<file path="src/rtl/dmt_pkg.sv">
// ----------------------------------------------------------------------------
// dmt_pkg: shared types and constants of the distinct magnitude table
// Widths, payload structs and small helper functions used by every file.
// ----------------------------------------------------------------------------
package dmt_pkg;

    // Table geometry and component width.
    localparam int TABLE_DEPTH    = 16;
    localparam int COMPONENT_BITS = 24;

    // Fixed field widths of the channels.
    localparam int FIELD_W       = 24;
    localparam int MAG_W         = 24;
    localparam int TOL_W         = 16;
    localparam int FRAC_W        = 16;
    localparam int MATCH_IDX_W   = 6;
    localparam int ENTRY_CNT_W   = 7;

    // Derived internal widths.
    localparam int IDX_W     = (TABLE_DEPTH > 1) ? $clog2(TABLE_DEPTH) : 1;
    localparam int CNT_W     = $clog2(TABLE_DEPTH + 1);
    localparam int SUM_W     = 2 * COMPONENT_BITS + 2;
    localparam int ROOT_W    = COMPONENT_BITS + 1;
    localparam int REM_W     = COMPONENT_BITS + 4;
    localparam int SQ_CNT_W  = $clog2(COMPONENT_BITS);
    localparam int RT_CNT_W  = $clog2(ROOT_W);
    localparam int PROD_W    = MAG_W + TOL_W;

    localparam logic [TOL_W-1:0] TOL_RESET = TOL_W'(655);
    localparam logic [MAG_W-1:0] MAG_MAX   = {MAG_W{1'b1}};

    // One input beat.
    typedef struct packed {
        logic                      start_set;
        logic signed [FIELD_W-1:0] comp_x;
        logic signed [FIELD_W-1:0] comp_y;
        logic signed [FIELD_W-1:0] comp_z;
    } t_in_item;

    // One result beat.
    typedef struct packed {
        logic [MAG_W-1:0]       magnitude;
        logic                   was_zero;
        logic                   is_new;
        logic                   dropped;
        logic [MATCH_IDX_W-1:0] match_index;
        logic [ENTRY_CNT_W-1:0] entry_count;
        logic [MAG_W-1:0]       max_magnitude;
    } t_out_item;

    // Request from the sequencer to the table unit.
    typedef struct packed {
        logic             valid;
        logic [MAG_W-1:0] mag;
    } t_scan_req;

    // Response of the table unit, valid for one cycle when done is high.
    typedef struct packed {
        logic             done;
        logic             was_zero;
        logic             is_new;
        logic             dropped;
        logic [IDX_W-1:0] idx;
        logic [CNT_W-1:0] count;
        logic [MAG_W-1:0] max;
    } t_scan_rsp;

    // Absolute value of the low COMPONENT_BITS bits of a field, sign extended.
    function automatic logic [COMPONENT_BITS-1:0] comp_abs(
        input logic signed [FIELD_W-1:0] f
    );
        logic signed [COMPONENT_BITS-1:0] v;
        logic [COMPONENT_BITS-1:0]        u;
        v = COMPONENT_BITS'(f);
        u = v;
        return u[COMPONENT_BITS-1] ? (~u + 1'b1) : u;
    endfunction

    // Saturate a root to the magnitude width.
    function automatic logic [MAG_W-1:0] sat_mag(input logic [ROOT_W-1:0] root);
        return (root > ROOT_W'(MAG_MAX)) ? MAG_MAX : MAG_W'(root);
    endfunction

endpackage

</file>
<file path="src/rtl/dmt_if.sv">
// ----------------------------------------------------------------------------
// dmt_if: valid/ready channel interfaces of the distinct magnitude table
// Input vector channel, result channel and tolerance write channel.
// ----------------------------------------------------------------------------

// Input vector channel.
interface dmt_in_if;
    logic              valid;
    logic              ready;
    dmt_pkg::t_in_item data;
    modport source (output valid, output data, input ready);
    modport sink   (input valid, input data, output ready);
endinterface

// Result channel.
interface dmt_out_if;
    logic               valid;
    logic               ready;
    dmt_pkg::t_out_item data;
    modport source (output valid, output data, input ready);
    modport sink   (input valid, input data, output ready);
endinterface

// Tolerance register write channel.
interface dmt_cfg_if;
    logic                         valid;
    logic                         ready;
    logic [dmt_pkg::TOL_W-1:0]    data;
    modport source (output valid, output data, input ready);
    modport sink   (input valid, input data, output ready);
endinterface

</file>
<file path="src/rtl/dmt_sumsq.sv">
// ----------------------------------------------------------------------------
// dmt_sumsq: bit-serial sum of squares
// Squares the three component magnitudes MSB first, one multiplier bit of
// each per cycle, and accumulates the three partial products together.
// ----------------------------------------------------------------------------
module dmt_sumsq (
    input  logic                                  i_clk,
    input  logic                                  i_rst_n,
    input  logic                                  i_start,
    input  logic signed [dmt_pkg::FIELD_W-1:0]    i_x,
    input  logic signed [dmt_pkg::FIELD_W-1:0]    i_y,
    input  logic signed [dmt_pkg::FIELD_W-1:0]    i_z,
    output logic                                  o_done,
    output logic [dmt_pkg::SUM_W-1:0]             o_sum
);

    localparam int CB = dmt_pkg::COMPONENT_BITS;
    localparam int SW = dmt_pkg::SUM_W;

    logic [CB-1:0]                 r_ax, r_ay, r_az;
    logic [CB-1:0]                 r_bx, r_by, r_bz;
    logic [SW-1:0]                 r_acc;
    logic [SW-1:0]                 n_acc;
    logic [dmt_pkg::SQ_CNT_W-1:0]  r_cnt;
    logic                          r_busy;
    logic                          r_done;

    // Shift-add step: double the sum and add each multiplicand whose
    // multiplier bit is set at the top of its shift register.
    always_comb begin
        n_acc = {r_acc[SW-2:0], 1'b0}
              + (r_bx[CB-1] ? SW'(r_ax) : '0)
              + (r_by[CB-1] ? SW'(r_ay) : '0)
              + (r_bz[CB-1] ? SW'(r_az) : '0);
    end

    // Control: run one step per multiplier bit after a start.
    always_ff @(posedge i_clk) begin
        if (!i_rst_n) begin
            r_busy <= 1'b0;
            r_done <= 1'b0;
            r_cnt  <= '0;
        end else begin
            r_done <= 1'b0;
            if (i_start) begin
                r_busy <= 1'b1;
                r_cnt  <= dmt_pkg::SQ_CNT_W'(CB - 1);
            end else if (r_busy) begin
                r_cnt <= r_cnt - 1'b1;
                if (r_cnt == '0) begin
                    r_busy <= 1'b0;
                    r_done <= 1'b1;
                end
            end
        end
    end

    // Datapath: operand and multiplier shift registers, accumulator.
    always_ff @(posedge i_clk) begin
        if (i_start) begin
            r_ax  <= dmt_pkg::comp_abs(i_x);
            r_ay  <= dmt_pkg::comp_abs(i_y);
            r_az  <= dmt_pkg::comp_abs(i_z);
            r_bx  <= dmt_pkg::comp_abs(i_x);
            r_by  <= dmt_pkg::comp_abs(i_y);
            r_bz  <= dmt_pkg::comp_abs(i_z);
            r_acc <= '0;
        end else if (r_busy) begin
            r_acc <= n_acc;
            r_bx  <= {r_bx[CB-2:0], 1'b0};
            r_by  <= {r_by[CB-2:0], 1'b0};
            r_bz  <= {r_bz[CB-2:0], 1'b0};
        end
    end

    assign o_done = r_done;
    assign o_sum  = r_acc;

endmodule

</file>
<file path="src/rtl/dmt_isqrt.sv">
// ----------------------------------------------------------------------------
// dmt_isqrt: digit-serial integer square root
// Restoring root extraction that consumes two radicand bits and produces
// one root bit per cycle, giving the floor of the square root.
// ----------------------------------------------------------------------------
module dmt_isqrt (
    input  logic                           i_clk,
    input  logic                           i_rst_n,
    input  logic                           i_start,
    input  logic [dmt_pkg::SUM_W-1:0]      i_n,
    output logic                           o_done,
    output logic [dmt_pkg::ROOT_W-1:0]     o_root
);

    localparam int SW = dmt_pkg::SUM_W;
    localparam int RW = dmt_pkg::ROOT_W;
    localparam int MW = dmt_pkg::REM_W;

    logic [SW-1:0]                 r_n;
    logic [MW-1:0]                 r_rem;
    logic [RW-1:0]                 r_root;
    logic [dmt_pkg::RT_CNT_W-1:0]  r_cnt;
    logic                          r_busy;
    logic                          r_done;
    logic [MW-1:0]                 n_rem_sh;
    logic [MW-1:0]                 n_trial;
    logic                          n_take;

    // One root digit: bring down two bits and try to subtract 4*root+1.
    // The remainder never exceeds twice the partial root, so its top two
    // bits are zero before the shift.
    always_comb begin
        n_rem_sh = {r_rem[MW-3:0], r_n[SW-1:SW-2]};
        n_trial  = MW'({r_root, 2'b01});
        n_take   = (n_rem_sh >= n_trial);
    end

    // Control: one step per root bit.
    always_ff @(posedge i_clk) begin
        if (!i_rst_n) begin
            r_busy <= 1'b0;
            r_done <= 1'b0;
            r_cnt  <= '0;
        end else begin
            r_done <= 1'b0;
            if (i_start) begin
                r_busy <= 1'b1;
                r_cnt  <= dmt_pkg::RT_CNT_W'(RW - 1);
            end else if (r_busy) begin
                r_cnt <= r_cnt - 1'b1;
                if (r_cnt == '0) begin
                    r_busy <= 1'b0;
                    r_done <= 1'b1;
                end
            end
        end
    end

    // Datapath: radicand shift register, remainder and root.
    always_ff @(posedge i_clk) begin
        if (i_start) begin
            r_n    <= i_n;
            r_rem  <= '0;
            r_root <= '0;
        end else if (r_busy) begin
            r_n    <= {r_n[SW-3:0], 2'b00};
            r_rem  <= n_take ? (n_rem_sh - n_trial) : n_rem_sh;
            r_root <= {r_root[RW-2:0], n_take};
        end
    end

    assign o_done = r_done;
    assign o_root = r_root;

endmodule

</file>
<file path="src/rtl/dmt_table.sv">
// ----------------------------------------------------------------------------
// dmt_table: table of distinct magnitudes
// Compares a magnitude with the stored entries one at a time by relative
// difference, appends it when unmatched and not full, and tracks the maximum.
// ----------------------------------------------------------------------------
module dmt_table (
    input  logic                          i_clk,
    input  logic                          i_rst_n,
    input  logic                          i_clear,
    input  logic [dmt_pkg::TOL_W-1:0]     i_tol,
    input  dmt_pkg::t_scan_req            i_req,
    output dmt_pkg::t_scan_rsp            o_rsp
);

    localparam int DEPTH = dmt_pkg::TABLE_DEPTH;
    localparam int IW    = dmt_pkg::IDX_W;
    localparam int CW    = dmt_pkg::CNT_W;
    localparam int MGW   = dmt_pkg::MAG_W;

    typedef enum logic [4:0] {
        T_IDLE    = 5'b00001,
        T_READ    = 5'b00010,
        T_MUL     = 5'b00100,
        T_CMP     = 5'b01000,
        T_NOMATCH = 5'b10000
    } t_tstate;

    t_tstate                      r_state;
    logic [MGW-1:0]               r_mem [DEPTH];
    logic [CW-1:0]                r_count;
    logic [MGW-1:0]               r_max;
    logic [IW-1:0]                r_idx;
    logic [MGW-1:0]               r_mag;
    logic [MGW-1:0]               r_s;
    logic [dmt_pkg::PROD_W-1:0]   r_prod;
    logic [MGW-1:0]               r_diff;
    dmt_pkg::t_scan_rsp           r_rsp;
    logic                         n_match;
    logic                         n_last;

    // Relative test on the registered difference and product.
    always_comb begin
        n_match = ({r_diff, {dmt_pkg::FRAC_W{1'b0}}} < r_prod);
        n_last  = ((CW'(r_idx) + 1'b1) == r_count);
    end

    // Entry storage: one registered read, one write per cycle.
    always_ff @(posedge i_clk) begin
        if (r_state == T_READ) begin
            r_s <= r_mem[r_idx];
        end
        if (r_state == T_NOMATCH && r_count < CW'(DEPTH)) begin
            r_mem[r_count[IW-1:0]] <= r_mag;
        end
    end

    // Difference and tolerance product for the entry just read.
    always_ff @(posedge i_clk) begin
        if (r_state == T_MUL) begin
            r_prod <= i_tol * r_s;
            r_diff <= (r_mag > r_s) ? (r_mag - r_s) : (r_s - r_mag);
        end
        if (r_state == T_IDLE && i_req.valid) begin
            r_mag <= i_req.mag;
        end
    end

    // Scan sequencer, fill count and running maximum.
    always_ff @(posedge i_clk) begin
        if (!i_rst_n) begin
            r_state <= T_IDLE;
            r_count <= '0;
            r_max   <= '0;
            r_idx   <= '0;
            r_rsp   <= '0;
        end else begin
            r_rsp.done <= 1'b0;
            unique case (r_state)
                T_IDLE: begin
                    if (i_clear) begin
                        r_count <= '0;
                        r_max   <= '0;
                    end
                    r_idx <= '0;
                    if (i_req.valid) begin
                        if (i_req.mag == '0) begin
                            r_rsp.done     <= 1'b1;
                            r_rsp.was_zero <= 1'b1;
                            r_rsp.is_new   <= 1'b0;
                            r_rsp.dropped  <= 1'b0;
                            r_rsp.idx      <= '0;
                            r_rsp.count    <= r_count;
                            r_rsp.max      <= r_max;
                        end else if (r_count == '0) begin
                            r_state <= T_NOMATCH;
                        end else begin
                            r_state <= T_READ;
                        end
                    end
                end
                T_READ: begin
                    r_state <= T_MUL;
                end
                T_MUL: begin
                    r_state <= T_CMP;
                end
                T_CMP: begin
                    if (n_match) begin
                        r_rsp.done     <= 1'b1;
                        r_rsp.was_zero <= 1'b0;
                        r_rsp.is_new   <= 1'b0;
                        r_rsp.dropped  <= 1'b0;
                        r_rsp.idx      <= r_idx;
                        r_rsp.count    <= r_count;
                        r_rsp.max      <= r_max;
                        r_state        <= T_IDLE;
                    end else if (n_last) begin
                        r_state <= T_NOMATCH;
                    end else begin
                        r_idx   <= r_idx + 1'b1;
                        r_state <= T_READ;
                    end
                end
                T_NOMATCH: begin
                    r_rsp.done     <= 1'b1;
                    r_rsp.was_zero <= 1'b0;
                    r_state        <= T_IDLE;
                    if (r_count < CW'(DEPTH)) begin
                        r_rsp.is_new  <= 1'b1;
                        r_rsp.dropped <= 1'b0;
                        r_rsp.idx     <= r_count[IW-1:0];
                        r_rsp.count   <= r_count + 1'b1;
                        r_rsp.max     <= (r_mag > r_max) ? r_mag : r_max;
                        r_count       <= r_count + 1'b1;
                        if (r_mag > r_max) begin
                            r_max <= r_mag;
                        end
                    end else begin
                        r_rsp.is_new  <= 1'b0;
                        r_rsp.dropped <= 1'b1;
                        r_rsp.idx     <= '0;
                        r_rsp.count   <= r_count;
                        r_rsp.max     <= r_max;
                    end
                end
                default: begin
                    r_state <= T_IDLE;
                end
            endcase
        end
    end

    assign o_rsp = r_rsp;

`ifndef ASSERT_OFF
    // The fill count never passes the table depth.
    a_count_bound: assert property (@(posedge i_clk) disable iff (!i_rst_n)
        r_count <= CW'(DEPTH))
        else $error("table fill count exceeds depth");

    // A response carries at most one of the outcome flags.
    a_rsp_flags: assert property (@(posedge i_clk) disable iff (!i_rst_n)
        r_rsp.done |-> $onehot0({r_rsp.was_zero, r_rsp.is_new, r_rsp.dropped}))
        else $error("table response has conflicting outcome flags");

    // A drop is reported only against a full table.
    a_drop_full: assert property (@(posedge i_clk) disable iff (!i_rst_n)
        (r_rsp.done && r_rsp.dropped) |-> (r_rsp.count == CW'(DEPTH)))
        else $error("value dropped while table has room");
`endif

endmodule

</file>
<file path="src/rtl/distinct_magnitude_table_unit.sv">
// ----------------------------------------------------------------------------
// distinct_magnitude_table_unit: table of distinct vector magnitudes
// Forms the integer magnitude of each input vector and reports whether it
// matches, extends or overflows a table of distinct magnitudes.
// ----------------------------------------------------------------------------
// Usage:
//   i_in carries one vector beat (start_set and three signed components);
//   a beat is taken when valid and ready are both high. o_out returns one
//   result beat per vector. i_cfg writes the 16-bit relative tolerance and
//   is always ready; write it only while no vector is in flight.
// Processing:
//   The sum of squares is formed bit-serially and then the root one bit a
//   cycle. The table then compares stored entries one at a time, each through
//   its read, multiply and compare states, and appends an unmatched value in
//   the no-match state; the next vector is taken once the current one is
//   handed to the output register.
// Reset and stalls:
//   Reset empties the table, clears the maximum and sets the tolerance to
//   655. The output register holds a result until it is taken; while it is
//   full a new vector is still accepted and computed, and waits before the
//   table step until the output register is free.
// ----------------------------------------------------------------------------
module distinct_magnitude_table_unit (
    input  logic      i_clk,
    input  logic      i_rst_n,
    dmt_in_if.sink    i_in,
    dmt_out_if.source o_out,
    dmt_cfg_if.sink   i_cfg
);

    typedef enum logic [4:0] {
        ST_IDLE  = 5'b00001,
        ST_SUMSQ = 5'b00010,
        ST_ROOT  = 5'b00100,
        ST_HOLD  = 5'b01000,
        ST_TABLE = 5'b10000
    } t_state;

    t_state                          r_state;
    logic [dmt_pkg::TOL_W-1:0]       r_tol;
    logic [dmt_pkg::MAG_W-1:0]       r_mag;
    logic                            r_out_valid;
    dmt_pkg::t_out_item              r_out_data;
    logic                            n_in_take;
    logic                            sq_done;
    logic [dmt_pkg::SUM_W-1:0]       sq_sum;
    logic                            rt_done;
    logic [dmt_pkg::ROOT_W-1:0]      rt_root;
    dmt_pkg::t_scan_req              n_req;
    dmt_pkg::t_scan_rsp              tb_rsp;

    assign i_in.ready  = (r_state == ST_IDLE);
    assign n_in_take   = i_in.valid && i_in.ready;
    assign i_cfg.ready = 1'b1;

    // Tolerance register.
    always_ff @(posedge i_clk) begin
        if (!i_rst_n) begin
            r_tol <= dmt_pkg::TOL_RESET;
        end else if (i_cfg.valid) begin
            r_tol <= i_cfg.data;
        end
    end

    // Serial squaring and root extraction.
    dmt_sumsq u_sumsq (
        .i_clk   (i_clk),
        .i_rst_n (i_rst_n),
        .i_start (n_in_take),
        .i_x     (i_in.data.comp_x),
        .i_y     (i_in.data.comp_y),
        .i_z     (i_in.data.comp_z),
        .o_done  (sq_done),
        .o_sum   (sq_sum)
    );

    dmt_isqrt u_isqrt (
        .i_clk   (i_clk),
        .i_rst_n (i_rst_n),
        .i_start (sq_done),
        .i_n     (sq_sum),
        .o_done  (rt_done),
        .o_root  (rt_root)
    );

    // Table request is issued once the output register is free.
    always_comb begin
        n_req.valid = (r_state == ST_HOLD) && !r_out_valid;
        n_req.mag   = r_mag;
    end

    dmt_table u_table (
        .i_clk   (i_clk),
        .i_rst_n (i_rst_n),
        .i_clear (n_in_take && i_in.data.start_set),
        .i_tol   (r_tol),
        .i_req   (n_req),
        .o_rsp   (tb_rsp)
    );

    // Item sequencer.
    always_ff @(posedge i_clk) begin
        if (!i_rst_n) begin
            r_state <= ST_IDLE;
        end else begin
            unique case (r_state)
                ST_IDLE: begin
                    if (n_in_take) begin
                        r_state <= ST_SUMSQ;
                    end
                end
                ST_SUMSQ: begin
                    if (sq_done) begin
                        r_state <= ST_ROOT;
                    end
                end
                ST_ROOT: begin
                    if (rt_done) begin
                        r_state <= ST_HOLD;
                    end
                end
                ST_HOLD: begin
                    if (!r_out_valid) begin
                        r_state <= ST_TABLE;
                    end
                end
                ST_TABLE: begin
                    if (tb_rsp.done) begin
                        r_state <= ST_IDLE;
                    end
                end
                default: begin
                    r_state <= ST_IDLE;
                end
            endcase
        end
    end

    // Saturated magnitude of the current item.
    always_ff @(posedge i_clk) begin
        if (r_state == ST_ROOT && rt_done) begin
            r_mag <= dmt_pkg::sat_mag(rt_root);
        end
    end

    // Output register: filled from the table response, emptied by a beat.
    always_ff @(posedge i_clk) begin
        if (!i_rst_n) begin
            r_out_valid <= 1'b0;
        end else if (tb_rsp.done) begin
            r_out_valid <= 1'b1;
        end else if (o_out.ready) begin
            r_out_valid <= 1'b0;
        end
    end

    always_ff @(posedge i_clk) begin
        if (tb_rsp.done) begin
            r_out_data.magnitude     <= r_mag;
            r_out_data.was_zero      <= tb_rsp.was_zero;
            r_out_data.is_new        <= tb_rsp.is_new;
            r_out_data.dropped       <= tb_rsp.dropped;
            r_out_data.match_index   <= dmt_pkg::MATCH_IDX_W'(tb_rsp.idx);
            r_out_data.entry_count   <= dmt_pkg::ENTRY_CNT_W'(tb_rsp.count);
            r_out_data.max_magnitude <= tb_rsp.max;
        end
    end

    assign o_out.valid = r_out_valid;
    assign o_out.data  = r_out_data;

`ifndef ASSERT_OFF
    // A table response never lands on a result still waiting to be taken.
    a_no_overwrite: assert property (@(posedge i_clk) disable iff (!i_rst_n)
        tb_rsp.done |-> !r_out_valid)
        else $error("table response would overwrite pending result");

    // Table responses only come while the sequencer waits for one.
    a_rsp_in_table: assert property (@(posedge i_clk) disable iff (!i_rst_n)
        tb_rsp.done |-> (r_state == ST_TABLE))
        else $error("unexpected table response");

    // A zero magnitude is reported as skipped, with index zero.
    a_zero_result: assert property (@(posedge i_clk) disable iff (!i_rst_n)
        (r_out_valid && r_out_data.was_zero) |->
            (r_out_data.magnitude == '0 && r_out_data.match_index == '0))
        else $error("skipped result with nonzero magnitude or index");
`endif

endmodule
</file>
<file path="src/flat_wrapper.sv">
// flat-port wrapper written by rule: the top's interface ports become plain ports
module distinct_magnitude_table_unit_flat 
  (i_clk, i_rst_n, i_in_valid, i_in_data, i_in_ready, o_out_valid, o_out_data, o_out_ready, i_cfg_valid, i_cfg_data, i_cfg_ready);
  dmt_in_if i_in_i ();
  dmt_out_if o_out_i ();
  dmt_cfg_if i_cfg_i ();
  input  logic i_clk;
  input  logic i_rst_n;
  input wire logic [$bits(i_in_i.valid)-1:0] i_in_valid;
  input wire logic [$bits(i_in_i.data)-1:0] i_in_data;
  output wire logic [$bits(i_in_i.ready)-1:0] i_in_ready;
  output wire logic [$bits(o_out_i.valid)-1:0] o_out_valid;
  output wire logic [$bits(o_out_i.data)-1:0] o_out_data;
  input wire logic [$bits(o_out_i.ready)-1:0] o_out_ready;
  input wire logic [$bits(i_cfg_i.valid)-1:0] i_cfg_valid;
  input wire logic [$bits(i_cfg_i.data)-1:0] i_cfg_data;
  output wire logic [$bits(i_cfg_i.ready)-1:0] i_cfg_ready;
  assign i_in_i.valid = i_in_valid;
  assign i_in_i.data = i_in_data;
  assign i_in_ready = i_in_i.ready;
  assign o_out_valid = o_out_i.valid;
  assign o_out_data = o_out_i.data;
  assign o_out_i.ready = o_out_ready;
  assign i_cfg_i.valid = i_cfg_valid;
  assign i_cfg_i.data = i_cfg_data;
  assign i_cfg_ready = i_cfg_i.ready;
  distinct_magnitude_table_unit u_core (.i_clk(i_clk), .i_rst_n(i_rst_n), .i_in(i_in_i), .o_out(o_out_i), .i_cfg(i_cfg_i));
endmodule
</file>
<file path="config.mk">
export PLATFORM = sky130hd
export DESIGN_NAME = distinct_magnitude_table_unit_flat
export DESIGN_NICKNAME = d
export VERILOG_FILES = /design/src/rtl/dmt_pkg.sv /design/src/rtl/dmt_if.sv /design/src/rtl/dmt_sumsq.sv /design/src/rtl/dmt_isqrt.sv /design/src/rtl/dmt_table.sv /design/src/rtl/distinct_magnitude_table_unit.sv /design/src/flat_wrapper.sv
export SDC_FILE = /design/constraint.sdc
export NUM_CORES = 2
export LEC_CHECK = 0
export ABC_AREA = 0
export BUFFER_PORTS_ARGS = -buffer_cell sky130_fd_sc_hd__buf_2
export CORE_MARGIN = 2
export CORE_UTILIZATION = 64
export CTS_CLUSTER_SIZE = 20
export DETAILED_ROUTE_END_ITERATION = 12
export GPL_ROUTABILITY_DRIVEN = 0
export PLACE_DENSITY = 0.81
export SLEW_MARGIN = 20
export SYNTH_ARGS = -nofsm -noshare
export SYNTH_HDL_FRONTEND = slang
export SYNTH_SLANG_ARGS = --single-unit
</file>
<file path="constraint.sdc">
create_clock -name i_clk -period 8.5 [get_ports i_clk]
set_clock_uncertainty 0.15 [all_clocks]
set_input_delay 1.7 -clock i_clk [delete_from_list [all_inputs] [get_ports i_clk]]
set_output_delay 1.7 -clock i_clk [all_outputs]
set_load 0.03 [all_outputs]
</file>
==> results.sh <==
export IMPL_seqPwrFrac=0.355
export IMPL_grt_pass1_wl_mm=240.9
export IMPL_area_growth_syn_to_layout_pct=9.149
export IMPL_synth_top_area_frac=0.4002
export IMPL_worst_r2r_setup_slack_ps=460
export IMPL_drt_first_pass_iters=8
export IMPL_drtAntennaViolNets=0
export IMPL_max_cap_viol_count=0
export IMPL_p_int_uw=10660
export IMPL_p_comb_frac=0.377
export IMPL_grt_pass1_vias=41442
export IMPL_tightestPinTransition_ps=1183
export IMPL_yosysSeqAreaShare=0.4732
export IMPL_ys_ff_latch=986
export IMPL_synth_area_per_cell_um2=11.61
export IMPL_startpoint_type="flip-flop"
export IMPL_antenna_found_initial=4
export IMPL_rows=110
export IMPL_dieHeight_um=305.3
export IMPL_path_max_fanout=18
export IMPL_fin_nets=5819
export IMPL_crit_arrival_ps=8300
export IMPL_dp_hpwl_mm=100.9
export IMPL_synth_main_ff_cell="edfxtp_1"
export IMPL_yosys_top_cells_area="edfxtp_1, fa_1, dfxtp_1"
export IMPL_wl_per_cell_um=24.55
export IMPL_fmax_ghz=0.1244
export IMPL_synth_edff_count=774
export IMPL_core_mm2=0.09001
export IMPL_slew_violations=0
export IMPL_initial_utilization=0.6453
export IMPL_cp_common_cell="fa_1"
export IMPL_num_fill_cells=5935
export IMPL_critPathTopFamily="adder cells"
export IMPL_swShare=0.3628
export IMPL_irDropWorstVdd_mv=0.2465
export IMPL_yosysTopAreaCell="edfxtp_1"
export IMPL_powerDensity_mw_per_mm2=263.8
export IMPL_cts_tree="yes"
export IMPL_clk_latency_ps=680
export IMPL_setup_violations=0
export IMPL_period_minus_slack_ps=8037
export IMPL_slowest_delay_ps=700
export IMPL_ys_types=81
export IMPL_mappedNetlistArea_mm2=0.05808
export IMPL_drc_errors=0
export IMPL_rsz0062_at_grt="no"
export IMPL_routed_wirelength_mm=156.2
export IMPL_hold_buffers=0
export IMPL_hp_class="flip-flop to flip-flop"
export IMPL_max_slew_margin_rel=0.2101
export IMPL_clockPowerShare=0.268
export IMPL_cts_htree_levels=3
export IMPL_final_period_utilization=0.9455
export IMPL_root_buffer="clkbuf_16"
export IMPL_tns_ps=0
export IMPL_numCtsBuffers=97
export IMPL_layout_setup_ws_ps=462.9
export IMPL_die_area_mm2=0.09318
export IMPL_die_x_um=305.3
export IMPL_hold_viol=0
export IMPL_grt_max_degree=104
export IMPL_drtIter0Drc=5339
export IMPL_switchingPower_uw=6066
export IMPL_postSynthCellCount=5001
export IMPL_ios=161
export IMPL_crit_buf_inv=5
export IMPL_async_flop_share=0
export IMPL_synth_common_cells="edfxtp_1, nand2_1, inv_1"
export IMPL_slowest_stage="edfxtp_1"
export IMPL_cp_required_ps=8770
export IMPL_worstPathCellList="and2_1, fa_1, inv_1, fa_1, fa_1, inv_1, fa_1, fa_1, inv_1, fa_1, inv_1, ha_1, a211oi_1, nor2_1, a211oi_1, a2111oi_1, buf_4, o31ai_2, o221ai_1, or4_1, a31oi_1, o21ai_0, xnor2_1"
export IMPL_place_ws_ps=332.1
export IMPL_grt_usage=0.3384
export IMPL_power_total_uw=16720
export IMPL_synth_warnings=0
export IMPL_gr_total_overflow=0
export IMPL_path_clk_slew_ps=60
export IMPL_synth_most_common_cell="edfxtp_1"
export IMPL_outcome="completed"
export IMPL_cp_end_kind="flip-flop"
export IMPL_critPathKind="flip-flop to flip-flop"
export IMPL_dp_cells=6168
export IMPL_power_leakage_uw=0.02572
export IMPL_drive_gt1_frac=0.1195
export IMPL_io_buffers=155
export IMPL_final_cells=6360
export IMPL_avgViaCountPerCell=6.420
export IMPL_cts_num_sinks=986
export IMPL_clockBufferDepth=3
export IMPL_vias=40833
==> timing repair <==
| action | in CTS | in global routing |
|---|---|---|
| resized for setup | 0 | 4 |
| setup endpoints to repair | 0 | 2 |
| setup buffers | 0 | 4 |
==> layout by cell type (no fill, tap or decap), types with 28 or more instances in the layout <==
cell type / netlist / layout
a211oi_1: 42 / 42
a21o_1: 62 / 62
a21oi_1: 183 / 182
a222oi_1: 30 / 30
and2_1: 174 / 174
buf_2: 18 / 155
buf_4: 6 / 68
clkbuf_16: 0 / 99
dfxtp_1: 212 / 202
edfxtp_1: 774 / 774
fa_1: 356 / 356
ha_1: 273 / 273
inv_1: 585 / 582
mux2_2: 63 / 63
mux2i_1: 112 / 112
mux4_2: 120 / 120
nand2_1: 707 / 705
nand2b_1: 31 / 31
nand3_1: 51 / 51
nand4_1: 30 / 30
nor2_1: 285 / 270
nor3_1: 52 / 49
nor4_1: 28 / 28
o21ai_0: 120 / 120
xnor2_1: 114 / 114
xor2_1: 54 / 54
==> power by group through the flow <==
stage          sequential [uW]  combinational, uW  clock, uW
6_report                  5930               6310       4480
5_1_grt                   5960               6980       4670
4_1_cts                   5920               6190       4490
3_5_place_dp              6020               6070          0
3_3_place_gp              6010               5890          0
2_1_floorplan             5930               4610          0
==> state kept, by name (all words and copies together), names as in the netlist, 16 cells and up <==
| register | count |
|---|---|
| u_core.u_sumsq.r_bz | 24 |
| u_core.u_sumsq.r_ax | 24 |
| u_core.u_table.r_diff | 24 |
| u_core.u_sumsq.r_ay | 24 |
| u_core.u_table.r_max | 24 |
| u_core.u_table.r_s | 24 |
| u_core.u_table.r_mag | 24 |
| u_core.o_out.data | 60 |
| u_core.u_table.r_mem | 384 |
| u_core.r_tol | 16 |
| u_core.r_mag | 24 |
| u_core.u_sumsq.r_bx | 24 |
| u_core.u_sumsq.o_sum | 50 |
| u_core.u_isqrt.r_rem | 26 |
| u_core.u_sumsq.r_by | 24 |
| u_core.u_table.r_prod | 40 |
| u_core.u_table.o_rsp | 37 |
| u_core.u_isqrt.o_root | 25 |
| u_core.u_sumsq.r_az | 24 |
| u_core.u_isqrt.r_n | 50 |
==> layout make-up <==
cell class                 count  area [um^2]  area share
antenna                        5        12.51   0.0001974
multi-input combinational   3197        27570      0.4349
clock inverter                57        661.9     0.01044
sequential                   986        27510      0.4339
tap                         1176         1471     0.02321
timing repair buffer         226         1338     0.02110
inverter                     588         2215     0.03493
clock buffer                 125         2615     0.04125
==> per-layer routing <==
layer	global-route usage	part of all wire	up-vias
met3	0.07793	0.11	618
met5	0	0.00014	-
met1	0.4353	0.36	20074
met4	0.1662	0.055	4
li1	-	-	17502
met2	0.5457	0.47	2635
==> per-stage QoR <==
step	utilization	hold WS [ps]	area, um^2
finish	0.7043	280.5	63390
global route	0.7042	289.1	63380
CTS	0.7033	281.7	63310
detailed placement	0.6669	267.2	60030
global placement	0.6669	263.1	60030
floorplan	-	257.2	58090
==> worst paths after layout <==
check                           cells after the start                    start                        end
worst max register to register                     23    u_core.u_table.r_s[6]  u_core.u_table.r_prod[39]
worst min-delay path                                0  u_core.u_table.o_rsp[8]       u_core.o_out.data[8]
worst max-delay path                               23    u_core.u_table.r_s[6]  u_core.u_table.r_prod[39]
worst min register to register                      0  u_core.u_table.o_rsp[8]       u_core.o_out.data[8]
==> logic make-up (layout without fill, tap and decap cells) <==
group                      after synthesis  after routing  share of synthesized area
muxes                                  295            295                    0.07805
other                                    2             10                  0.0001293
and+or+nand+nor                       1463           1463                     0.1146
buffers and inverters                  821            996                    0.05461
AOI/OAI and AO/OA                      637            637                    0.07251
adders and majority gates              629            629                     0.1815
DFF                                    986            986                     0.4732
xor gates and xnor gates               168            168                    0.02533
Power figures use the tool's default switching activity.
